File: src/hdl/bql_pkg.sv
// Shared widths, register codes and data types of the multichannel biquad low-pass filter.
package bql_pkg;

  localparam int unsigned ChW      = 3;
  localparam int unsigned SampW    = 16;
  localparam int unsigned CoefW    = 20;
  localparam int unsigned FracW    = 16;
  localparam int unsigned NumRegs  = 5;
  localparam int unsigned RegIdxW  = 3;
  localparam int unsigned ProdW    = CoefW + SampW;
  localparam int unsigned AccW     = ProdW + 4;
  localparam int unsigned QuotW    = AccW - FracW;
  localparam int unsigned FifoDepth = 4;
  localparam int unsigned FifoPtrW  = $clog2(FifoDepth);
  localparam int unsigned FifoCntW  = $clog2(FifoDepth + 1);

  localparam logic [RegIdxW-1:0] RegB0 = RegIdxW'(0);
  localparam logic [RegIdxW-1:0] RegB1 = RegIdxW'(1);
  localparam logic [RegIdxW-1:0] RegB2 = RegIdxW'(2);
  localparam logic [RegIdxW-1:0] RegA1 = RegIdxW'(3);
  localparam logic [RegIdxW-1:0] RegA2 = RegIdxW'(4);

  localparam logic signed [AccW-1:0]  RoundBias = AccW'(1) << (FracW - 1);
  localparam logic signed [SampW-1:0] SampMax   = {1'b0, {(SampW - 1){1'b1}}};
  localparam logic signed [SampW-1:0] SampMin   = {1'b1, {(SampW - 1){1'b0}}};

  typedef struct packed {
    logic signed [CoefW-1:0] b0;
    logic signed [CoefW-1:0] b1;
    logic signed [CoefW-1:0] b2;
    logic signed [CoefW-1:0] a1;
    logic signed [CoefW-1:0] a2;
  } coef_t;

  // One history entry: x1, x2 are past inputs, y1, y2 past outputs.
  typedef struct packed {
    logic signed [SampW-1:0] x1;
    logic signed [SampW-1:0] x2;
    logic signed [SampW-1:0] y1;
    logic signed [SampW-1:0] y2;
  } hist_t;

  typedef struct packed {
    logic                    ok;
    logic [ChW-1:0]          ch;
    logic signed [SampW-1:0] x;
    hist_t                   hist;
  } mac_op_t;

  typedef struct packed {
    logic                    ok;
    logic [ChW-1:0]          ch;
    logic signed [SampW-1:0] y;
    hist_t                   wb;
  } mac_res_t;

  typedef struct packed {
    logic [ChW-1:0]          ch;
    logic signed [SampW-1:0] filtered;
  } result_t;

  typedef struct packed {
    logic empty;
    logic full;
  } fifo_stat_t;

endpackage

File: src/hdl/bql_mac.sv
// Two-stage multiply and sum datapath with rounding and saturation.
module bql_mac (
  input  logic                clk_i,
  input  logic                rst_ni,
  input  logic                vld_i,
  input  bql_pkg::mac_op_t    op_i,
  input  bql_pkg::coef_t      coef_i,
  output logic                vld_o,
  output bql_pkg::mac_res_t   res_o
);

  localparam int unsigned ProdW = bql_pkg::ProdW;
  localparam int unsigned AccW  = bql_pkg::AccW;
  localparam int unsigned QuotW = bql_pkg::QuotW;
  localparam int unsigned SampW = bql_pkg::SampW;

  logic signed [ProdW-1:0] p0_q, p1_q, p2_q, p3_q, p4_q;
  logic                    vld_q;
  logic                    ok_q;
  logic [bql_pkg::ChW-1:0] ch_q;
  logic signed [SampW-1:0] x_q, x1_q, y1_q;

  logic signed [AccW-1:0]  acc;
  logic signed [AccW-1:0]  rnd;
  logic signed [QuotW-1:0] quot;
  logic                    ovf_pos, ovf_neg;
  logic signed [SampW-1:0] sat;
  logic signed [SampW-1:0] y;

  always_ff @(posedge clk_i) begin
    p0_q <= $signed(coef_i.b0) * $signed(op_i.x);
    p1_q <= $signed(coef_i.b1) * $signed(op_i.hist.x1);
    p2_q <= $signed(coef_i.b2) * $signed(op_i.hist.x2);
    p3_q <= $signed(coef_i.a1) * $signed(op_i.hist.y1);
    p4_q <= $signed(coef_i.a2) * $signed(op_i.hist.y2);
    ok_q <= op_i.ok;
    ch_q <= op_i.ch;
    x_q  <= op_i.x;
    x1_q <= op_i.hist.x1;
    y1_q <= op_i.hist.y1;
  end

  always_ff @(posedge clk_i or negedge rst_ni) begin
    if (!rst_ni) begin
      vld_q <= 1'b0;
    end else begin
      vld_q <= vld_i;
    end
  end

  // Adding half an LSB and flooring rounds halves towards plus infinity.
  assign acc  = AccW'(p0_q) + AccW'(p1_q) + AccW'(p2_q) - AccW'(p3_q) - AccW'(p4_q);
  assign rnd  = acc + bql_pkg::RoundBias;
  assign quot = rnd[AccW-1:bql_pkg::FracW];

  assign ovf_pos = !quot[QuotW-1] && (|quot[QuotW-2:SampW-1]);
  assign ovf_neg = quot[QuotW-1] && !(&quot[QuotW-2:SampW-1]);

  always_comb begin
    if (ovf_pos) begin
      sat = bql_pkg::SampMax;
    end else if (ovf_neg) begin
      sat = bql_pkg::SampMin;
    end else begin
      sat = quot[SampW-1:0];
    end
  end

  assign y = ok_q ? sat : '0;

  assign vld_o       = vld_q;
  assign res_o.ok    = ok_q;
  assign res_o.ch    = ch_q;
  assign res_o.y     = y;
  assign res_o.wb.x1 = x_q;
  assign res_o.wb.x2 = x1_q;
  assign res_o.wb.y1 = y;
  assign res_o.wb.y2 = y1_q;

endmodule

File: config.mk
export PLATFORM = sky130hd
export DESIGN_NAME = bql_mac
export DESIGN_NICKNAME = d
export VERILOG_FILES = /design/src/hdl/bql_pkg.sv /design/src/hdl/bql_mac.sv
export SDC_FILE = /design/constraint.sdc
export NUM_CORES = 2
export LEC_CHECK = 0
export ABC_AREA = 1
export BUFFER_PORTS_ARGS = -buffer_cell sky130_fd_sc_hd__buf_2
export CAP_MARGIN = 10
export CORE_ASPECT_RATIO = 0.6
export CORE_MARGIN = 1.5
export CORE_UTILIZATION = 40
export DETAILED_ROUTE_END_ITERATION = 7
export GPL_TIMING_DRIVEN = 0
export SETUP_SLACK_MARGIN = 0.1
export SLEW_MARGIN = 0
export SYNTH_ARGS = -nofsm -noshare
export SYNTH_HDL_FRONTEND = slang
export SYNTH_SLANG_ARGS = --single-unit
export TNS_END_PERCENT = 1
File: constraint.sdc
create_clock -name clk_i -period 4 [get_ports clk_i]
set_input_delay 0.4 -clock clk_i [delete_from_list [all_inputs] [get_ports clk_i]]
set_output_delay 0.4 -clock clk_i [all_outputs]
set_load 0.02 [all_outputs]
-- Yosys cells after proc, flatten, opt, wreduce, memory -nomap -nowiden
Cells that the tools add are included.
- register bits: 233
- $add $sub $neg: 5
- multiply operators: 5
- reductions and logical operators: 6
- muxes and demuxes: 3
- operators with widths (operator ; count):
    multiplier 20 x 16 -> 36 bit ; 5
    two-way mux 16 bit ; 3
    adder 40 x 17 -> 40 bit (second input constant) ; 1
    subtractor 39 x 36 -> 40 bit ; 1
    subtractor 38 x 36 -> 39 bit ; 1
    adder 37 x 36 -> 38 bit ; 1
    adder 36 x 36 -> 37 bit ; 1
    AND reduction 8 bit ; 1
    OR reduction 8 bit ; 1
    logical AND 1 bit ; 2
    logical NOT 1 bit ; 2

-- Depth between registers and ports, before layout
- depth after elaboration: 11
- mapped depth: 28
- gate-level depth less buffers: 26

-- Worst setup path after synthesis
OpenSTA, ideal clock, no wires.
- kind: input to register
- start: input coef_i[7] (netlist name)
- end: register p4_q[33]
- data arrival time: 5586 ps
- stages: 24
- library setup time: 72 ps
- setup slack: -1658 ps
- path through: clkbuf_1 clkbuf_1 nand2_1 fa_1 inv_1 fa_1 inv_1 fa_1 inv_1 fa_1 fa_1 inv_1 fa_1 inv_1 ha_1 a21oi_1 o21a_1 o21ai_0 nand2_1 nand3_1 nand2_1 o211ai_1 a211oi_1 xor2_1
- cells in the longest elaborated chain, start to end: 1
- ends and longest elaborated chain (what ; RTL line ; RTL):
    start: declaration ; bql_mac.sv:7 ; input bql_pkg::coef_t coef_i,
    multiplier 20 x 16 -> 36 bit ; bql_mac.sv:35 ; p4_q <= $signed(coef_i.a2) * $signed(op_i.hist.y2);
    end signal: assignment ; bql_mac.sv:35 ;
    end: declaration ; bql_mac.sv:17 ; logic signed [ProdW-1:0] p0_q, p1_q, p2_q, p3_q, p4_q;
No other way between the ends.

-- Final worst setup path
- start: input coef_i[22] (netlist name)
- end: register p3_q[34]
- cells in the longest elaborated chain, start to end: 1
- ends and longest elaborated chain (what ; RTL line ; RTL):
    multiplier 20 x 16 -> 36 bit ; bql_mac.sv:34 ; p3_q <= $signed(coef_i.a1) * $signed(op_i.hist.y1);
    end signal: assignment ; bql_mac.sv:34 ;
    end: declaration ; bql_mac.sv:17 ;
No other way between the ends.

==> results by group <==
Yosys
  • Post-synthesis mux area share: 0
  • Cells after Synth: roughly 8700
  • Synth Net Count: 11100
  • FF+latch count, synth: ~230
  • Syn Area/Cell: 8.16 sq um
  • Post-synthesis compound-gate area fraction: 0.0367
  • Simple-gate portion of the synthesized area: 0.129
  • Post-Synth XOR/XNOR Area: 0.0277
  • Syn Std Cell Area: 71100 sq um
  • Sequential area share after synthesis: 0.0657
  • Combinational family with the most area after synthesis: adder cells
  • Dominant cells by area after synthesis: fa_1 (48%), inv_1 (15%), nand2_1 (10%)
  • Adder and majority gate portion of the synthesized area: 0.570
  • Dominant cell type by area after synthesis: fa_1
  • Synth Flop Type: dfxtp_1
  • Yosys warns: 0
  • Synth cell types: between 40 and 50
  • Yosys top cell area share: 0.478
  • Ys async rst share: 0.00429
  • Number of synthesized flops with an enable pin: 0

Detailed routing
  • Overall routed net length: approximately 230000 um
  • Iteration-0 DRC count of the detailed router: between 4000 and 5000
  • # DRC: 0
  • Wire per inst: slightly below 20 um
  • Initial DRT Pass Iterations: 5
  • Routed via count: 55300
  • Post-DRT Antenna Nets: 0
  • Via density per instance: 4.83

Floorplan
  • Starting density of the core: 0.404
  • FP Rows: between 100 and 150
  • Ports: ~270
  • Die area: 180000 sq um
  • Core box area: 176000 sq um
  • DIE HEIGHT: approximately 330 um
  • Die W: approximately 550 um

Global routing
  • Grt ovf: 0
  • Vias in the first global route: about 58000
  • Initial antenna violation count: 11
  • Largest net degree at the start of global routing: 14
  • First-pass GRT wire length: ~350000 um
  • Gr usage total: 0.257

STA
  • Max Fclk: between 150 and 200 MHz
  • Rel. slew slack: 0.297
  • Slew @ Worst Pin: 1.05 ns
  • Fin. max-slew vios: 0
  • Unrepaired setup endpoints after global routing: yes
  • Sum Neg Setup Slack: -163.99 ns
  • Final period utilization: 1.39
  • Final worst slack: -1.56 ns
  • Crit path time final: 5.56 ns
  • Setup Viol. Count Final: between 150 and 200
  • Final hold vios: 0

Cells and area
  • Area of the multi-input gates: between 50000 and 60000 sq um
  • Commonest cells after routing, fill and taps aside: inv_1 (2832), nand2_1 (1842), fa_1 (1654)
  • Synthesis-to-finish area growth: 17.1%
  • # fillers: about 17000
  • Register Area: roughly 4700 sq um
  • Final nets: approximately 11000
  • Most common cell after layout, fill and taps aside: inv_1
  • Layout cells sized above 1: 0.135

Clock tree
  • Clock Tree Root: clkbuf_16
  • CTS tree: yes
  • H-tree levels: 2
  • CTS Buf Count: 34
  • # clock sinks: 233
  • Clk slew on worst S/H paths: about 0.060 ns
  • Worst-case clock buffer depth: 3

Setup path
  • Crit. End Element: flip-flop
  • CP Data Arrival Time: 6.03 ns
  • Crit-path slowest cell: fa_2
  • Worst Path Max Fanout: 10
  • Required time of the critical path: 4.47 ns
  • Most used cell, CP: fa_1
  • Max stage delay on crit path: roughly 0.64 ns
  • Critical path startpoint category: input port
  • Type of the worst setup path: input port to flip-flop
  • Cell breakdown of the critical path: clkbuf_4 > buf_8 > nor2_1 > fa_1 > fa_1 > fa_1 > fa_1 > fa_1 > inv_1 > fa_2 > inv_2 > ha_4 > a21oi_2 > inv_2 > a31oi_1 > o21ai_1 > nand2_1 > nand3_2 > nand2_1 > o211ai_1 > a21oi_2 > xor2_2

Placed design
  • GP Congestion: ~0.99
  • Post-detail-place hpwl: 194000 um
  • Count of buffers from port buffering: ~170

Run status
  • Violated checks: setup timing
  • Outcome: complete, but fails checks

Flow run
  • Maxcap violations: 0

Worst hold path
  • Hold/Removal Path Class: input port to async pin
[per-layer routing]
metal,share of wire,GRT usage,vias up
li1,-,-,24900
met1,0.48,0.404,28000
met2,0.40,0.352,2160
met3,0.11,0.0746,166
met4,0.012,0.0351,8
met5,0.00024,0,-
[cell usage after synthesis (3+ instances only)]
library cell / number
o211ai_1: 12
o2111ai_1: 6
nor2_1: 264
nor4_1: 4
nand3_1: 64
nand4_1: 15
nand2_2: 5
o21bai_1: 15
and2_1: 3
buf_4: 17
clkbuf_1: 333
o21ai_2: 4
nor3_1: 33
a221oi_1: 3
o221ai_1: 3
a31oi_1: 27
or2_2: 25
dfxtp_1: 232
xnor2_1: 97
o21ai_1: 12
nand3b_1: 5
a21o_1: 6
a21oi_1: 256
nor2_2: 11
o21a_1: 11
ha_1: 523
inv_1: 2866
o21ai_0: 96
fa_1: 1698
nand2_1: 1909
a21oi_2: 11
xor2_1: 128
[cells by family after synthesis]
group                      count (synthesis)
DFF                                      233
buffers and inverters                   3220
and+or+nand+nor                         2344
adders and majority gates               2221
xor gates and xnor gates                 225
AOI/OAI and AO/OA                        469
[worst max-delay path, delay by kind of cell]
family | cells | cell delay, ns
compound gates | 5 | 0.85
xor+xnor | 1 | 0.29
fa+ha+maj | 7 | 3.54
buf+inv | 5 | 0.51
simple gates | 4 | 0.42
[metrics by stage]
| stage | cells | worst slack, ns | cell area, sq um | hold slack, ns | utilization |
|---|---|---|---|---|---|
| after floorplan | 8712 | -1.33 | 71900 | 0.104 | - |
| after global placement | 11200 | -2.89 | 75800 | 0.174 | 0.430 |
| after detailed placement | 11200 | -2.91 | 75800 | 0.180 | 0.430 |
| after CTS | 11400 | -1.48 | 81300 | 0.0215 | 0.462 |
| after global routing | 11400 | -1.75 | 83300 | 0.0768 | 0.473 |
| final | 11400 | -1.56 | 83300 | 0.0790 | 0.473 |
[layout make-up]
type	count	share of cell area
flip-flops and latches	233	0.0563
plain buffers	351	0.0491
repair buffers	303	0.0272
diodes	3	0.0000901
clock buffers	39	0.0109
clock inverters	22	0.00305
well taps	2359	0.0354
multi-input cells	5259	0.689
inverters	2868	0.129
[worst paths after layout]
path	startpoint	end	slack, ns	cells past startpoint
setup / recovery	coef_i[22]	p3_q[34]	-1.56	22
hold / removal	rst_ni	vld_o	0.08	2
max in group asynchronous	rst_ni	vld_o	3.84	2
min in group clk_i	coef_i[20]	p3_q[0]	0.12	3
[registers in the layout, indices dropped and copies added (netlist names)]
register  flops
ch_q          3
ok_q          1
p0_q         36
p1_q         36
p2_q         36
p3_q         36
p4_q         36
vld_o         1
x1_q         16
x_q          16
y1_q         16
[repair_timing]
action / CTS / global route
buffers inserted: 33 / 39
hold endpoints to repair: 54 / 0
pin swaps: 83 / 142
resized for setup: 891 / 468
setup endpoints to repair: 178 / 173
gates cloned: 2 / 4
hold buffers: 54 / 0
Power is left out: the tool's default activity adds up to more than one toggle a clock period on the data nets, which glitch-free logic cannot reach.
