$ cat src/hdl/bql_pkg.sv
// Shared widths, register codes and data types of the multichannel biquad low-pass filter.
package bql_pkg;

  localparam int unsigned ChW      = 3;
  localparam int unsigned SampW    = 16;
  localparam int unsigned CoefW    = 20;
  localparam int unsigned FracW    = 16;
  localparam int unsigned NumRegs  = 5;
  localparam int unsigned RegIdxW  = 3;
  localparam int unsigned ProdW    = CoefW + SampW;
  localparam int unsigned AccW     = ProdW + 4;
  localparam int unsigned QuotW    = AccW - FracW;
  localparam int unsigned FifoDepth = 4;
  localparam int unsigned FifoPtrW  = $clog2(FifoDepth);
  localparam int unsigned FifoCntW  = $clog2(FifoDepth + 1);

  localparam logic [RegIdxW-1:0] RegB0 = RegIdxW'(0);
  localparam logic [RegIdxW-1:0] RegB1 = RegIdxW'(1);
  localparam logic [RegIdxW-1:0] RegB2 = RegIdxW'(2);
  localparam logic [RegIdxW-1:0] RegA1 = RegIdxW'(3);
  localparam logic [RegIdxW-1:0] RegA2 = RegIdxW'(4);

  localparam logic signed [AccW-1:0]  RoundBias = AccW'(1) << (FracW - 1);
  localparam logic signed [SampW-1:0] SampMax   = {1'b0, {(SampW - 1){1'b1}}};
  localparam logic signed [SampW-1:0] SampMin   = {1'b1, {(SampW - 1){1'b0}}};

  typedef struct packed {
    logic signed [CoefW-1:0] b0;
    logic signed [CoefW-1:0] b1;
    logic signed [CoefW-1:0] b2;
    logic signed [CoefW-1:0] a1;
    logic signed [CoefW-1:0] a2;
  } coef_t;

  // One history entry: x1, x2 are past inputs, y1, y2 past outputs.
  typedef struct packed {
    logic signed [SampW-1:0] x1;
    logic signed [SampW-1:0] x2;
    logic signed [SampW-1:0] y1;
    logic signed [SampW-1:0] y2;
  } hist_t;

  typedef struct packed {
    logic                    ok;
    logic [ChW-1:0]          ch;
    logic signed [SampW-1:0] x;
    hist_t                   hist;
  } mac_op_t;

  typedef struct packed {
    logic                    ok;
    logic [ChW-1:0]          ch;
    logic signed [SampW-1:0] y;
    hist_t                   wb;
  } mac_res_t;

  typedef struct packed {
    logic [ChW-1:0]          ch;
    logic signed [SampW-1:0] filtered;
  } result_t;

  typedef struct packed {
    logic empty;
    logic full;
  } fifo_stat_t;

endpackage

$ cat src/hdl/bql_hist_mem.sv
// Per-channel filter history memory with registered synchronous read and valid flags.
module bql_hist_mem #(
  parameter int unsigned CHANNELS = 8
) (
  input  logic                     clk_i,
  input  logic                     rst_ni,
  input  logic [bql_pkg::ChW-1:0]  rd_ch_i,
  input  logic                     wr_en_i,
  input  logic [bql_pkg::ChW-1:0]  wr_ch_i,
  input  bql_pkg::hist_t           wr_data_i,
  output bql_pkg::hist_t           rd_data_o
);

  localparam int unsigned AddrW = (CHANNELS > 1) ? $clog2(CHANNELS) : 1;
  localparam int unsigned Depth = 2 ** AddrW;

  bql_pkg::hist_t    mem [Depth];
  bql_pkg::hist_t    rd_q;
  logic [Depth-1:0]  vld_q;
  logic              rd_vld_q;
  logic [AddrW-1:0]  rd_addr;
  logic [AddrW-1:0]  wr_addr;

  assign rd_addr = AddrW'(rd_ch_i);
  assign wr_addr = AddrW'(wr_ch_i);

  always_ff @(posedge clk_i) begin
    if (wr_en_i) begin
      mem[wr_addr] <= wr_data_i;
    end
    rd_q <= mem[rd_addr];
  end

  // An entry never written since reset reads as zero history.
  always_ff @(posedge clk_i or negedge rst_ni) begin
    if (!rst_ni) begin
      vld_q    <= '0;
      rd_vld_q <= 1'b0;
    end else begin
      if (wr_en_i) begin
        vld_q[wr_addr] <= 1'b1;
      end
      rd_vld_q <= vld_q[rd_addr];
    end
  end

  assign rd_data_o = rd_vld_q ? rd_q : '0;

endmodule

$ cat config.mk
export PLATFORM = sky130hd
export DESIGN_NAME = bql_hist_mem
export DESIGN_NICKNAME = d
export VERILOG_FILES = /design/src/hdl/bql_pkg.sv /design/src/hdl/bql_hist_mem.sv
export SDC_FILE = /design/constraint.sdc
export NUM_CORES = 1
export LEC_CHECK = 0
export BUFFER_PORTS_ARGS = -buffer_cell sky130_fd_sc_hd__buf_2
export CAP_MARGIN = 30
export CORE_MARGIN = 5
export CORE_UTILIZATION = 54
export DETAILED_ROUTE_END_ITERATION = 8
export PLACE_DENSITY = 0.76
export SLEW_MARGIN = 20
export SYNTH_ARGS = -nofsm -noshare
export SYNTH_HDL_FRONTEND = slang
export SYNTH_SLANG_ARGS = --single-unit
$ cat constraint.sdc
create_clock -name clk_i -period 1.1 [get_ports clk_i]
set_input_delay 0.22 -clock clk_i [delete_from_list [all_inputs] [get_ports clk_i]]
set_output_delay 0.22 -clock clk_i [all_outputs]
set_load 0.01 [all_outputs]
# Word-level counts from Yosys, hierarchy flattened
# Memories as Yosys holds them, arrays and structs flattened. A register that Yosys moved wholly into a read port is not among the register bits.
# Index checks and enable logic that the tools add are counted.
# totals
word_cells,15
mem_count,1
romBits,0
output_inout_bits,64
ramBits,512
register_bits,9
latchBits,0
# op_classes
n_mux,7
eq_ne,0
n_addsub,0
multipliers,0
n_bitwise,1
n_reduce_logical,1
shifts,0
div,0
n_lt_le_gt_ge,3
# mem_list
memory,words,width,rd,rd_clocked_by_memory_dff,wr,line_no,rtl
mem,8,64,1,1,1,bql_hist_mem.sv:17,bql_pkg::hist_t mem [Depth];
# op_table
operator,count
64-bit two-way mux,1
3-bit by 4-bit < comparator with 1-bit output (second input constant),2
8-bit bitwise OR,1
1-bit two-way mux,4
1-bit binary-select mux with 3-bit select,1
1-bit demux with 3-bit select,1
3-bit by 1-bit >= comparator with 1-bit output (second input constant),1
1-bit logical AND,1

# Longest topological paths before layout
# Gate-level depths: netlist (run 1).
# depth
depth_word,5
depth_mapped,5
mapped_depth_nobuf,2

# Worst setup path after synthesis (run 1)
# OpenSTA, ideal clock, no wires.
# synth_timing
path_kind,input to register
startpoint,input wr_ch_i[2] (netlist bit)
endpoint,register vld_q[0]
path_slack_ns,-6.806
path_stages,3
arrival_ns,7.800
t_required_ns,0.994
n_path_buf,1
setup_time_ns,0.106
cell_sequence,clkbuf_1 -> nor4b_1 -> or2_2
# synth_via
elab_chain_len,5
word_cells_on_any_way,6
cone_classes,2 x order compare; 2 x mux; 1 x bitwise; 1 x reduce/logical
# synth_rtl
item,line_no,rtl
from (decl),bql_hist_mem.sv:9,"input logic [bql_pkg::ChW-1:0] wr_ch_i,"
3-bit by 4-bit < comparator with 1-bit output (not written as such) or 3-bit by 1-bit >= comparator with 1-bit output (tied branches),bql_hist_mem.sv:41,vld_q[wr_addr] <= 1'b1;
1-bit logical AND (not written as such),bql_hist_mem.sv:41,
1-bit two-way mux (not written as such),bql_hist_mem.sv:41,
1-bit demux with 3-bit select (*),bql_hist_mem.sv:41,
8-bit bitwise OR (no source line) (*),--,
to (signal assigned),bql_hist_mem.sv:37,vld_q <= '0;
"to (signal, indexed assignment)",bql_hist_mem.sv:41,
to (decl),bql_hist_mem.sv:19,logic [Depth-1:0] vld_q;
# Mark *: on every way between the ends. The rest lies on a longest branch, timed or not.
# A chain may end at the register's enable or synchronous reset.

==> flow_summary.yaml, run 1 <==
outcome:
  status: "finished, violations left"
  violations: "setup timing"
worst_setup_path:
  crit_type: "register to output port"
  crit_fanout: 24
  cp.required_ps: 880
  cp-end-kind: "output port"
  start_kind: "register"
  cp_data_arrival_time_ps: 1540
layout:
  areaGrowthSynthToFinish_pct: 24.6
  final_cell_mix: "512 x edfxtp_1, 130 x mux4_2, 118 x buf_2, 65 x dlygate4sd3_1, 64 x dfxtp_1"
  drive_gt1_share_pct: 43.0
  layout_commonest_cell: "edfxtp_1"
  nets: 1300
  fin_util_pct: 68.3
die:
  die_y_um: 209
  ioPinCount: 137
  core_mm2: 0.0389
  rows: 72
  initial_core_util_pct: 54.8
  fp.dieW_um: 209
  die_area_mm2: 0.0436
place:
  gp_congestion: 0.740
  place_hpwl_um: 26200
  portBuffers: 136
  preCtsSetupSlack_ps: -497
pwr:
  p_clk_share_pct: 37.5
  p_leak_nw: 9.20
  pwr-share-comb_pct: 8.1
  pwr-share-seq_pct: 54.4
  cellInternalPower_mw: 36.9
  vdd_ir_drop_max_uv: 1430
  p_switching_mw: 9.60
  power.density_mw_per_mm2: 1750
  swShare_pct: 20.6
synthesis:
  synth_edf_count: 512
  synth_area_leaders: "edfxtp_1 72%, mux4_2 14%, dfxtp_1 6.0%"
  yosys_register_bits: 585
  synthDistinctLibCells: 20
  synth_warnings: 0
  avgSynthCellArea_um2: 23.4
  synth_nets: 983
  seq_area_frac_synth_pct: 79.1
  yosysTopAreaCell: "edfxtp_1"
  synthArstFlopShare_pct: 1.54
  syn_inst: 910
  syn_area_mm2: 0.0213
  synth_top_area_share_pct: 72.1
  synth_flop_cell: "edfxtp_1"
clock_network:
  cts_tree: "done"
  cts_buffer_depth: 3
  clock_sinks: 585
  htree_levels: 2
  clock-root-buffer: "clkbuf_16"
  clk_pin_slew_worst_paths_ps: 60
  cts_made_buffers: 55
  clkLatencyLatePin_ps: 570
  postCtsSetupBuffers: 0
route:
  vias_per_cell: 5.62
  drtAntennaViolNets: 0
  first_iter_violations: 793
  firstDrtPassIters: 5
  dr_total_vias: 10065
  drt-total-wl_um: 42900
  drc: 0
  wire_per_inst_um: 23.9
sta:
  maxSlewHeadroom_pct: 79.2
  slew_violations: 0
  post-route-period-util_pct: 160
  period_needed_ps: 1760
  setup_violations: 129
  hold_violations: 0
  fin_skew_ps: 11.2
  fmax_mhz: 569
  rsz0062_at_grt: "true"
  layout_setup_ws_ps: -656
  tns_ps: -48450
  max_slew.worst_pin.slew_ps: 311
grt:
  grt.overflow.total: 0
  grt_pass1_wl_um: 66000
  grt_pass1_vias: 10675
  grt_max_degree: 34
  antenna_found_initial: 5
  track_usage_pct: 19.8
run:
  maxCapViolCount: 0
hold_path:
  hold_class: "primary input to asynchronous set/reset pin"
## critical path, stage by stage, from the launching register on
cell	delay [ps]
dfrtp_2	460
buf_12	190
and2_4	170
buf_2	130
## final timing paths
check	startpoint	to	slack, ps	cells after the start
setup / recovery	rd_vld_q	rd_data_o[38]	-660	3
hold / removal	rst_ni	vld_q[2]	70	2
setup reg to reg	mem[5][23]	rd_q[23]	-210	2
hold reg to reg	vld_q[0]	vld_q[0]	470	1
max in group asynchronous	rst_ni	rd_vld_q	840	2
min in group clk_i	wr_en_i	vld_q[7]	70	3
## synthesized netlist by cell type, drive strengths merged (2+ instances only)
cell,instances
inv,3
a41o,4
dfrtp,9
nand2,2
nor4bb,2
or2,3
mux2,65
and2,64
clkbuf,25
dfxtp,64
edfxtp,512
mux4,130
nor3,3
buf,20
## power groups by stage
stage	Combinational, mW	Clock, mW	Sequential, mW
after detailed placement	3.29	0	25.8
after global placement	3.21	0	25.7
final	3.77	17.4	25.3
after CTS	3.73	17.7	25.3
after floorplan	1.88	0	25.7
after global routing	4.01	18.7	25.4
## metal layers
| layer | share of wire (%) | wire length (µm) | vias up | GRT usage, % |
|---|---|---|---|---|
| li1 | - | - | 4395 | - |
| met1 | 41 | 17700 | 5268 | 28.3 |
| met2 | 50 | 21600 | 342 | 32.4 |
| met3 | 6.6 | 2830 | 56 | 3.60 |
| met4 | 1.8 | 755 | 4 | 4.82 |
| met5 | 0.049 | 21 | - | 0 |
## cell type report
cell class,count,area (µm²)
fill,2358,12300
antenna,4,10.0
tap,518,648
multi-input combinational,277,4500
sequential,585,16900
timing repair buffer,305,2870
inverter,3,11.3
clock buffer,69,1450
clock inverter,31,205
## metrics by stage
step	cells	cell area [µm²]	hold WS [ps]	total power [mW]
after CTS	1788	26500	47.7	46.8
after global placement	1623	24000	83.7	28.9
after global routing	1791	26600	67.7	48.1
final	1792	26600	68.7	46.5
after floorplan	910	21600	-75.6	27.5
after detailed placement	1623	24000	82.0	29.1
## registers in the layout (all words and copies together), names as in the netlist
name,flops
vld_q,8
rd_vld_q,1
rd_q,64
mem,512
## kinds of logic after synthesis
| kind of cell | Yosys count | share of synthesized area [%] |
|---|---|---|
| buf+inv | 48 | 1.25 |
| compound gates | 5 | 0.223 |
| mux | 195 | 17.2 |
| flops | 585 | 79.1 |
| simple gates | 77 | 2.26 |
## timing repair
item / CTS / global route
hold buffers: 65 / 0
endpoints found under the setup margin: 129 / 129
resized for setup: 56 / 21
hold endpoints to repair: 521 / 0
No activity file was read; power rests on OpenSTA's default activity.
==> inputs of run 2 (changes only) <==
--- a/config.mk
+++ b/config.mk
@@ -11,6 +11,7 @@
 export CORE_UTILIZATION = 54
 export DETAILED_ROUTE_END_ITERATION = 8
 export PLACE_DENSITY = 0.76
+export SKIP_LAST_GASP = 1
 export SLEW_MARGIN = 20
 export SYNTH_ARGS = -nofsm -noshare
 export SYNTH_HDL_FRONTEND = slang
==> flow_summary.yaml, run 2 (synthesis results as in run 1) <==
sta:
  post-route-period-util_pct: 163
  period_needed_ps: 1800
  setup_violations: 129
  hold_violations: 0
  layout_setup_ws_ps: -697
  rsz0062_at_grt: "true"
  maxSlewHeadroom_pct: 79.0
  fin_skew_ps: 11.7
  slew_violations: 0
  max_slew.worst_pin.slew_ps: 315
  fmax_mhz: 556
pwr:
  p_leak_nw: 9.19
  pwr-share-seq_pct: 54.5
  vdd_ir_drop_max_uv: 1430
  p_switching_mw: 9.57
  cellInternalPower_mw: 36.8
  pwr-share-comb_pct: 7.9
  swShare_pct: 20.6
  power.density_mw_per_mm2: 1750
  p_clk_share_pct: 37.5
layout:
  drive_gt1_share_pct: 42.6
  regMostFlops: "mem"
  instances_no_fill: 1796
  final_cell_mix: "512 x edfxtp_1, 132 x buf_2, 130 x mux4_2, 65 x dlygate4sd3_1, 64 x dfxtp_1"
  areaGrowthSynthToFinish_pct: 24.4
  layout_commonest_cell: "edfxtp_1"
  nets: 1304
  top_regs: "mem: 512 flops, rd_q: 64 flops, vld_q: 8 flops"
  largest_reg_flops: 512
route:
  drtAntennaViolNets: 0
  vias_per_cell: 5.60
  dr_total_vias: 10053
  wire_per_inst_um: 23.8
  first_iter_violations: 762
  drt-total-wl_um: 42700
  firstDrtPassIters: 5
  drc: 0
grt:
  met3_usage_pct: 3.63
  use_met2_pct: 32.2
  grt-busiest-layer: "met2"
  grt_max_degree: 34
  grt_pass1_wl_um: 65600
  antenna_found_initial: 5
  use_met1_pct: 28.1
  track_usage_pct: 19.6
  grt_pass1_vias: 10657
  grt.overflow.total: 0
die:
  ioPinCount: 137
  fp.dieW_um: 209
  die_area_mm2: 0.0436
  rows: 72
  core_mm2: 0.0389
  die_y_um: 209
  initial_core_util_pct: 54.8
clock_network:
  cts_made_buffers: 55
  clock-root-buffer: "clkbuf_16"
  clkLatencyLatePin_ps: 560
  cts_tree: "done"
  clock_sinks: 585
  htree_levels: 2
  cts_buffer_depth: 3
  clk_pin_slew_worst_paths_ps: 60
hold_path:
  hold_class: "primary input to asynchronous set/reset pin"
run:
  maxCapViolCount: 0
worst_setup_path:
  r2r_slack_ps: -190
  rr_startpoint: "mem[5][22]"
  cp-end-kind: "output port"
  crit_fanout: 16
  cp_data_arrival_time_ps: 1580
  crit_type: "register to output port"
  start_kind: "register"
  reg2reg_to: "rd_q[22]"
  cp.required_ps: 880
  reg2reg_depth: 2
place:
  preCtsSetupSlack_ps: -497
  place_hpwl_um: 26200
  placedCellCount: 1623
  portBuffers: 136
  gp_congestion: 0.740
outcome:
  violations: "setup timing"
  status: "finished, violations left"
[run 2: changes by cell type in the layout (fill, tap and decap cells not counted), sizes merged]
cell    before  now
clkbuf      69   70
buf        240  243
[run 2: worst max path at each step]
stage                          to  startpoint
floorplan               mem[4][0]  wr_ch_i[2]
global placement       mem[6][14]  wr_ch_i[0]
detailed placement       rd_q[58]  rd_ch_i[0]
CTS                  rd_data_o[5]    rd_vld_q
global route        rd_data_o[48]    rd_vld_q
finish              rd_data_o[19]    rd_vld_q
[run 2: worst max-delay path: stages, from the launching register on]
cell and delay, ps:
dfrtp_2 430, buf_6 140, buf_12 140, and2_1 150, buf_2 140
[run 2: area by class of cell]
| class | count | area, µm² |
|---|---|---|
| Sequential cell | 585 | 16900 |
| Fill cell | 2368 | 12400 |
| Multi-Input combinational cell | 277 | 4490 |
| Timing Repair Buffer | 309 | 2850 |
| Clock buffer | 69 | 1450 |
| Tap cell | 518 | 648 |
| Clock inverter | 31 | 205 |
| Inverter | 3 | 11.3 |
| Antenna cell | 4 | 10.0 |
[run 2: routing by layer]
| layer | routed length [µm] | up-vias |
|---|---|---|
| met3 | 2740 | 53 |
| met2 | 21400 | 323 |
| met1 | 17900 | 5276 |
| li1 | - | 4397 |
| met5 | 21 | - |
| met4 | 612 | 4 |
[run 2: power by group through the flow]
stage	clock, mW	combinational (mW)	sequential (mW)
floorplan	0	1.88	25.7
global placement	0	3.21	25.7
detailed placement	0	3.29	25.8
CTS	17.7	3.58	25.3
global route	18.7	3.93	25.4
finish	17.4	3.69	25.3
[run 2: through the flow]
step	util, %	hold slack, ps	total power, mW	TNS [ps]	cell area [µm²]
6_report	68.2	69.3	46.4	-51740	26500
3_3_place_gp	61.6	83.7	28.9	-218520	24000
3_5_place_dp	61.6	82.0	29.1	-227170	24000
2_1_floorplan	-	-75.6	27.5	-802130	21600
5_1_grt	68.2	66.7	48.0	-56510	26500
4_1_cts	67.7	47.7	46.6	-51170	26400
[run 2: timing repair]
item / 4_1_cts / 5_1_grt
gates cloned: 0 / 1
endpoints found under the hold margin: 521 / 0
setup buffers: 0 / 3
setup endpoints to repair: 129 / 129
hold buffers: 65 / 0
resized for setup: 26 / 35
