### config.mk
export PLATFORM = sky130hd
export DESIGN_NAME = bql_out_fifo
export DESIGN_NICKNAME = d
export VERILOG_FILES = /design/src/hdl/bql_pkg.sv /design/src/hdl/bql_out_fifo.sv
export SDC_FILE = /design/constraint.sdc
export NUM_CORES = 1
export LEC_CHECK = 0
export ABC_AREA = 0
export BUFFER_PORTS_ARGS = -buffer_cell sky130_fd_sc_hd__buf_2
export CORE_MARGIN = 4
export CORE_UTILIZATION = 31
export CTS_CLUSTER_DIAMETER = 40
export DETAILED_ROUTE_END_ITERATION = 12
export PLACE_DENSITY_LB_ADDON = 0.3
export RECOVER_POWER = 50
export SLEW_MARGIN = 15
export SYNTH_ARGS = -nofsm -noshare
export SYNTH_HDL_FRONTEND = slang
export SYNTH_SLANG_ARGS = --single-unit
### constraint.sdc
create_clock -name clk_i -period 2 [get_ports clk_i]
set_clock_uncertainty 0.1 [all_clocks]
set_input_delay 0.4 -clock clk_i [delete_from_list [all_inputs] [get_ports clk_i]]
set_output_delay 0.4 -clock clk_i [all_outputs]
set_load 0.01 [all_outputs]
### src/hdl/bql_pkg.sv
// Shared widths, register codes and data types of the multichannel biquad low-pass filter.
package bql_pkg;

  localparam int unsigned ChW      = 3;
  localparam int unsigned SampW    = 16;
  localparam int unsigned CoefW    = 20;
  localparam int unsigned FracW    = 16;
  localparam int unsigned NumRegs  = 5;
  localparam int unsigned RegIdxW  = 3;
  localparam int unsigned ProdW    = CoefW + SampW;
  localparam int unsigned AccW     = ProdW + 4;
  localparam int unsigned QuotW    = AccW - FracW;
  localparam int unsigned FifoDepth = 4;
  localparam int unsigned FifoPtrW  = $clog2(FifoDepth);
  localparam int unsigned FifoCntW  = $clog2(FifoDepth + 1);

  localparam logic [RegIdxW-1:0] RegB0 = RegIdxW'(0);
  localparam logic [RegIdxW-1:0] RegB1 = RegIdxW'(1);
  localparam logic [RegIdxW-1:0] RegB2 = RegIdxW'(2);
  localparam logic [RegIdxW-1:0] RegA1 = RegIdxW'(3);
  localparam logic [RegIdxW-1:0] RegA2 = RegIdxW'(4);

  localparam logic signed [AccW-1:0]  RoundBias = AccW'(1) << (FracW - 1);
  localparam logic signed [SampW-1:0] SampMax   = {1'b0, {(SampW - 1){1'b1}}};
  localparam logic signed [SampW-1:0] SampMin   = {1'b1, {(SampW - 1){1'b0}}};

  typedef struct packed {
    logic signed [CoefW-1:0] b0;
    logic signed [CoefW-1:0] b1;
    logic signed [CoefW-1:0] b2;
    logic signed [CoefW-1:0] a1;
    logic signed [CoefW-1:0] a2;
  } coef_t;

  // One history entry: x1, x2 are past inputs, y1, y2 past outputs.
  typedef struct packed {
    logic signed [SampW-1:0] x1;
    logic signed [SampW-1:0] x2;
    logic signed [SampW-1:0] y1;
    logic signed [SampW-1:0] y2;
  } hist_t;

  typedef struct packed {
    logic                    ok;
    logic [ChW-1:0]          ch;
    logic signed [SampW-1:0] x;
    hist_t                   hist;
  } mac_op_t;

  typedef struct packed {
    logic                    ok;
    logic [ChW-1:0]          ch;
    logic signed [SampW-1:0] y;
    hist_t                   wb;
  } mac_res_t;

  typedef struct packed {
    logic [ChW-1:0]          ch;
    logic signed [SampW-1:0] filtered;
  } result_t;

  typedef struct packed {
    logic empty;
    logic full;
  } fifo_stat_t;

endpackage

### src/hdl/bql_out_fifo.sv
// Four-entry result queue that decouples the pipeline from the result receiver.
module bql_out_fifo (
  input  logic                  clk_i,
  input  logic                  rst_ni,
  input  logic                  push_i,
  input  bql_pkg::result_t      push_data_i,
  input  logic                  pop_i,
  output bql_pkg::result_t      data_o,
  output bql_pkg::fifo_stat_t   stat_o
);

  localparam int unsigned PtrW = bql_pkg::FifoPtrW;
  localparam int unsigned CntW = bql_pkg::FifoCntW;

  bql_pkg::result_t  buf_q [bql_pkg::FifoDepth];
  logic [PtrW-1:0]   wr_ptr_q, rd_ptr_q;
  logic [CntW-1:0]   cnt_q;

  always_ff @(posedge clk_i) begin
    if (push_i) begin
      buf_q[wr_ptr_q] <= push_data_i;
    end
  end

  always_ff @(posedge clk_i or negedge rst_ni) begin
    if (!rst_ni) begin
      wr_ptr_q <= '0;
      rd_ptr_q <= '0;
      cnt_q    <= '0;
    end else begin
      if (push_i) begin
        wr_ptr_q <= wr_ptr_q + PtrW'(1);
      end
      if (pop_i) begin
        rd_ptr_q <= rd_ptr_q + PtrW'(1);
      end
      cnt_q <= cnt_q + CntW'(push_i) - CntW'(pop_i);
    end
  end

  assign data_o       = buf_q[rd_ptr_q];
  assign stat_o.empty = (cnt_q == '0);
  assign stat_o.full  = (cnt_q == CntW'(bql_pkg::FifoDepth));

endmodule

# --- Word level (Yosys, flattened, before mapping) ---
# Memories as Yosys holds them, arrays and structs flattened.
# Index checks and enable logic that the tools add are counted.
totals:
  regBits: 7
  ramBits: 76
  inputBits: 23
  elab_cells: 12
  n_memories: 1
op_classes:
  add_sub_neg: 4
  n_eq_ne: 1
  mux: 2
  n_reduce_logical: 1
mem_list:
  columns: ["name", "words", "width", "rd", "rd_ports_with_merged_regs", "wr", "line", "source"]
  rows:
  - ["buf_q", 4, 19, 1, 0, 1, "bql_out_fifo.sv:15", "bql_pkg::result_t buf_q [bql_pkg::FifoDepth];"]
op_table:
  columns: ["operator", "count"]
  rows:
  - ["$add A2 B1 Y2 const B", 2]
  - ["$add A3 B1 Y3", 1]
  - ["$eq A3 B3 Y1 const B", 1]
  - ["$logic_not A3 Y1", 1]
  - ["$sub A3 B1 Y3", 1]
  - ["$mux W1", 2]

# --- Logic depth before layout (Yosys ltp) ---
# Gate-level depths: netlist of run 1.
logic_depth:
  ltp_word: 2
  depth_mapped: 7
  mapped_depth_nobuf: 7

# --- Least setup slack after synthesis of run 1 ---
# No wires, ideal clock.
synth_timing:
  kind: "in2reg"
  start: "input port pop_i"
  end: "register cnt_q[2]"
  setup_ps: 123
  arrival_time_ps: 1494
  required_ps: 1777
  setup_slack_ps: 283
  stages: 6
  cell_sequence: "ha_1 inv_1 ha_1 fa_1 xor2_1 xnor2_1"
synth_between:
  elab_chain_cells: 1
synth_rtl:
  columns: ["item", "line", "source"]
  rows:
  - ["start: declaration", "bql_out_fifo.sv:7", "input logic pop_i,"]
  - ["$sub A3 B1 Y3", "bql_out_fifo.sv:37", "cnt_q <= cnt_q + CntW'(push_i) - CntW'(pop_i);"]
  - ["end signal: assignment", "bql_out_fifo.sv:37", null]
  - ["end: declaration", "bql_out_fifo.sv:17", "logic [CntW-1:0] cnt_q;"]
# No other way between the ends.
# A chain may end at the register's enable or synchronous reset.

==> results of run 1 <==
## final cells by class
type                       instances  area share, %
sequential                        83           63.2
multi-input combinational         40           15.8
timing repair buffer              56           11.3
tap                              133           4.28
clock buffer                      11           3.38
clock inverter                     5           1.38
inverter                           6          0.579
## cells by family (layout without fill, tap and decap cells)
group / Yosys count / in the layout / synth area share [%]
compound gates: 1 / 1 / 0.160
fa+ha+maj: 7 / 7 / 3.04
xor+xnor: 5 / 5 / 1.40
flops: 83 / 83 / 78.5
mux: 19 / 19 / 13.8
simple gates: 8 / 8 / 1.40
buf+inv: 10 / 78 / 1.76
## stage by stage
| step | worst slack, ns | instance area (µm²) | hold WS [ns] |
|---|---|---|---|
| 6_report | -0.103 | 3890 | 0.173 |
| 5_1_grt | -0.181 | 3890 | 0.191 |
| 4_1_cts | -0.132 | 3870 | 0.146 |
| 3_5_place_dp | 0.0988 | 3610 | 0.145 |
| 3_3_place_gp | 0.126 | 3610 | 0.143 |
| 2_1_floorplan | 0.283 | 3130 | 0.00441 |
## flip-flops by register name, summed over array words and instances (netlist names)
signal,count
rd_ptr_q,2
wr_ptr_q,2
buf_q,76
cnt_q,3
## metal layers
metal  vias up  part of all wire (%)  GRT usage [%]
li1        662                     -              -
met1       734                    43           12.5
met2        43                    50           15.2
met3         4                   6.3           4.18
met4         0                  0.77           2.71
met5         -                     0              0
## report_power, final
group	leakage [nW]	internal [mW]	total [mW]	switching, mW
Combinational	0.475	1.12	2.04	0.913
Clock	0.0971	0.573	1.12	0.543
Sequential	0.779	2.29	2.41	0.117
## cells in the final DEF (no fill, tap or decap)
master	n
dlygate4sd3_1	1
dfrtp_1	6
inv_1	6
buf_2	7
fa_1	1
xnor2_1	2
clkbuf_1	22
ha_1	6
dfrtp_2	1
nor3_1	1
clkinv_2	3
buf_4	8
xor2_1	3
buf_6	16
clkinv_4	1
bufinv_16	1
and3_1	1
mux4_2	19
clkbuf_8	9
edfxtp_1	76
and2_1	4
o21ai_0	1
buf_12	4
nand2_1	2
## what timing repair did
item                       4_1_cts  5_1_grt
gates resized for setup         11        7
hold buffers                     1        0
buffers inserted                 2        0
setup endpoints to repair       19       19
hold endpoints to repair         7        0
## final timing paths
kind                               endpoint  cells past startpoint        start  slack, ns
max in group asynchronous       rd_ptr_q[0]                      2       rst_ni       1.12
worst max register to register     cnt_q[2]                      7     cnt_q[0]       0.24
min in group asynchronous          cnt_q[1]                      2       rst_ni       0.38
worst max-delay path              data_o[5]                      3  rd_ptr_q[0]      -0.10
worst min-delay path            rd_ptr_q[0]                      2        pop_i       0.17
worst min register to register     cnt_q[2]                      1     cnt_q[2]       0.40
==> out/metrics.cfg, run 1 <==
[outcome]
status = complete, but fails checks
violations = negative setup slack

[synth]
yosysMostFrequentCell = edfxtp_1
syn_nets = 163
synth_cells = 133
synthArstFlopShare_pct = 8.43
yosys.cell_types.count = 16
yosys_warnings = 0
synth_top_cell_by_area = edfxtp_1
synth_seq_cells = 83
yosys-top-cells-area = edfxtp_1 73%, mux4_2 13%, dfrtp_1 5.6%
synth_edf_count = 76
synth_ff_type = edfxtp_1
yosys.area.top_type_share_pct = 72.9
synth_common_cells = 76 x edfxtp_1, 18 x mux4_2, 7 x dfrtp_1
synth.avg_cell_area_um2 = 23.5
ys_seq_area_share_pct = 78.5
synthesis.area_mm2 = 0.00313

[setup_path]
cp-start-kind = register
path_delay_family = multiplexers
slowest_delay_ns = 0.54
cp-end-kind = primary output
critPathMaxFanout = 9
cp.required_ns = 1.50
worstPathArrival_ns = 1.60
path_buf_inv = 2
slowest_stage = mux4_2
crit_chain = buf_12 > mux4_2 > buf_6
crit_type = register to primary output

[timing]
period_minus_slack_ns = 2.10
max_freq_ghz = 0.476
period_share_pct = 105
drv_slew = 0
finalWorstSetupSlack_ns = -0.103
slew_headroom_pct = 74.3
worstMarginPinSlew_ns = 0.385
setup_viol = 19
fin_setup_tns_ns = -1.53
finalHoldViolCount = 0
rsz0062_at_grt = yes

[detailed_routing]
ant_nets = 0
via_per_inst = 4.32
wl_per_cell_um = 16.0
firstDrtPassIters = 4
wirelength_mm = 5.33
drt_iter0_markers = 38
via_count = 1443
drc = 0

[run]
max_cap_viol_count = 0

[finish]
post-route-util_pct = 39.6
areaGrowthSynthToFinish_pct = 24.2
antenna_cells = 0
instances_no_fill = 334
fillerInstances = 937
drive_above_1_share_pct = 34.3
nets = 226
multiInputGateArea_um2 = 616
seqCellArea_mm2 = 0.00246

[grt]
antenna_found_initial = 0
grt_pass1_wl_mm = 8.29
grt_overflow = 0
grt_pass1_vias = 1530
grt_max_degree = 20
grt_usage_pct = 9.75

[power]
p_per_area_mw_per_mm2 = 1430
vdd_drop_max_mv = 0.606
power_mw = 5.56
power.leakage_nw = 1.35

[clock_tree]
clkSlewWorstSetupHoldPaths_ns = 0.07
insertion_delay_ns = 0.34
clkSinkCount = 83
cts.path.max_buffers = 2
cts_tree = yes
cts_buffers = 9
clock-root-buffer = clkbuf_8
cts_max_level = 3

[floorplan]
die_y_um = 109
die_x_um = 109
io_pins = 44
start_util_pct = 31.9
core_mm2 = 0.00982
rows = 36
die_area_mm2 = 0.0118

[min_path]
holdCritPathClass = input port to register

[place]
dp_hpwl_mm = 3.46
placedCellCount = 315
gp_congestion = 0.649
port_buffers = 43

No activity file was read; power rests on OpenSTA's default activity.
==> run 2: changes to the inputs <==
--- a/config.mk
+++ b/config.mk
@@ -11,6 +11,7 @@
 export CORE_UTILIZATION = 31
 export CTS_CLUSTER_DIAMETER = 40
 export DETAILED_ROUTE_END_ITERATION = 12
+export GPL_TIMING_DRIVEN = 0
 export PLACE_DENSITY_LB_ADDON = 0.3
 export RECOVER_POWER = 50
 export SLEW_MARGIN = 15
==> run 2 against run 1 <==
  * Largest power group unchanged
  * Register-to-register slack got worse by 0.09 ns
  * The flow still finishes with violations (negative setup slack)
  * Count of clock-buffer cells in the layout decreased by 1
  * Non-clock buffer count decreased by 6
  * Critical path depth unchanged
==> out/metrics.cfg, run 2 (synthesis results as in run 1) <==
[setup_path]
crit_type = register to primary output
r2r_start = wr_ptr_q[0]
cp.required_ns = 1.50  ; about the same
worstPathArrival_ns = 1.61  ; about the same
rr_endpoint = buf_q[3][6]
cp-start-kind = register
r2r_slack_ns = 0.15  ; -0.09 ns
critPathMaxFanout = 10  ; +1
cp-end-kind = primary output
r2r_cells = 2  ; -5

[min_path]
hp-start = pop_i
min_to = rd_ptr_q[0]
holdCritPathClass = input port to register
hold_depth = 2  ; unchanged

[finish]
areaGrowthSynthToFinish_pct = 22.3
nets = 220  ; -2.7%
final_common_cell = edfxtp_1
layout_common_cells = 76 x edfxtp_1, 21 x clkbuf_1, 19 x mux4_2
largest_reg_flops = 76  ; unchanged
antenna_cells = 0  ; unchanged
drive_above_1_share_pct = 33.3  ; -1.0 points
reg.largest.list = buf_q x76, cnt_q x3
max_flop_register = buf_q
post-route-util_pct = 39.0  ; -0.60 points
fillerInstances = 950  ; +1.4%
instances_no_fill = 328  ; -1.8%

[grt]
grt_pass1_wl_mm = 8.09  ; -2.3%
grt_max_degree = 20  ; unchanged
antenna_found_initial = 0  ; unchanged
grt_pass1_vias = 1492  ; -2.5%
grt_overflow = 0  ; unchanged
grt_usage_pct = 9.59  ; -0.17 points

[clock_tree]
clkSinkCount = 83  ; unchanged
clkSlewWorstSetupHoldPaths_ns = 0.08  ; about the same
cts_tree = yes
clock-root-buffer = clkbuf_8
cts_max_level = 3  ; unchanged
cts_buffers = 9  ; unchanged
cts.path.max_buffers = 2  ; unchanged
insertion_delay_ns = 0.34  ; about the same

[floorplan]
io_pins = 44  ; unchanged
die_x_um = 109  ; unchanged
core_mm2 = 0.00982  ; unchanged
die_area_mm2 = 0.0118  ; unchanged
start_util_pct = 31.9  ; unchanged
rows = 36  ; unchanged
die_y_um = 109  ; unchanged

[timing]
drv_slew = 0  ; unchanged
worstMarginPinSlew_ns = 1.02  ; +0.636 ns
max_freq_ghz = 0.474  ; -0.32%
period_minus_slack_ns = 2.11  ; +0.00667 ns
finalHoldViolCount = 0  ; unchanged
finalWorstSetupSlack_ns = -0.109  ; -0.00667 ns
slew_headroom_pct = 31.9  ; -42 points
setup_viol = 19  ; unchanged
period_share_pct = 105  ; +0.33 points
rsz0062_at_grt = yes

[detailed_routing]
ant_nets = 0  ; unchanged
wirelength_mm = 5.29  ; -0.81%
via_count = 1411  ; -2.2%
drt_iter0_markers = 50  ; +32%
via_per_inst = 4.30  ; -0.43%
wl_per_cell_um = 16.1  ; +1.0%
drc = 0  ; unchanged
firstDrtPassIters = 4  ; unchanged

[place]
gp_congestion = 0.658  ; +1.4%
pre_cts_ws_ns = -0.00229  ; -0.101 ns
dp_hpwl_mm = 3.39  ; -2.2%
placedCellCount = 309  ; -1.9%
port_buffers = 43  ; unchanged

[power]
power_mw = 5.57  ; +0.12%
p_per_area_mw_per_mm2 = 1450  ; +1.7%
vdd_drop_max_mv = 0.548  ; -9.7%
power.leakage_nw = 1.31  ; -2.7%

[run]
max_cap_viol_count = 0  ; unchanged

[outcome]
violations = negative setup slack
status = complete, but fails checks

-- run 2: repair_timing --
item | CTS | global route
endpoints found under the setup margin | 38 | 57
setup buffers | 2 | 0
resized for setup | 16 | 8
pin swaps | 0 | 0
hold endpoints to repair | 7 | 0
hold buffers | 1 | 0
-- run 2: final cells by class --
| cell class | count | area (µm²) | area share (%) |
|---|---|---|---|
| Sequential cell | 83 | 2460 | 64.2 |
| Multi-Input combinational cell | 40 | 619 | 16.2 |
| Timing Repair Buffer | 46 | 303 | 7.91 |
| Tap cell | 133 | 166 | 4.34 |
| Clock buffer | 10 | 128 | 3.33 |
| Clock inverter | 6 | 80.1 | 2.09 |
| Buffer | 4 | 52.6 | 1.37 |
| Inverter | 6 | 22.5 | 0.588 |
-- run 2: per-layer routing --
layer | GRT usage (%) | vias up | share of wire, %
met2 | 14.6 | 43 | 48
met4 | 3.25 | 0 | 0.87
met1 | 12.3 | 713 | 44
li1 | - | 649 | -
met5 | 0 | - | 0
met3 | 4.18 | 6 | 6.4
-- run 2: how the worst max path moves through the flow --
stage                      startpoint  slack, ns      endpoint
after floorplan                 pop_i       0.28      cnt_q[2]
after global placement    wr_ptr_q[0]      0.007  buf_q[2][11]
after detailed placement  wr_ptr_q[0]     -0.002   buf_q[0][0]
after CTS                 rd_ptr_q[0]      -0.14     data_o[6]
after global routing      rd_ptr_q[0]      -0.19     data_o[6]
final                     rd_ptr_q[0]      -0.11     data_o[2]
-- run 2: power by group --
part           switching, mW  internal, mW  total (mW)
Sequential             0.122          2.30        2.42
Clock                  0.549         0.693        1.24
Combinational          0.882          1.03        1.91
Total                   1.55          4.01        5.57
-- run 2: through the flow --
step / TNS, ns / instance area [µm²] / hold slack (ns)
2_1_floorplan: 0 / 3130 / 0.00441
3_3_place_gp: 0 / 3510 / 0.150
3_5_place_dp: -0.0217 / 3510 / 0.152
4_1_cts: -2.19 / 3810 / 0.154
5_1_grt: -2.94 / 3830 / 0.161
6_report: -1.49 / 3830 / 0.182
-- run 2: worst max-delay path, stage by stage (launching register included) --
cell     delay [ns]
dfrtp_2        0.42
buf_12         0.16
mux4_2         0.54
buf_6          0.14
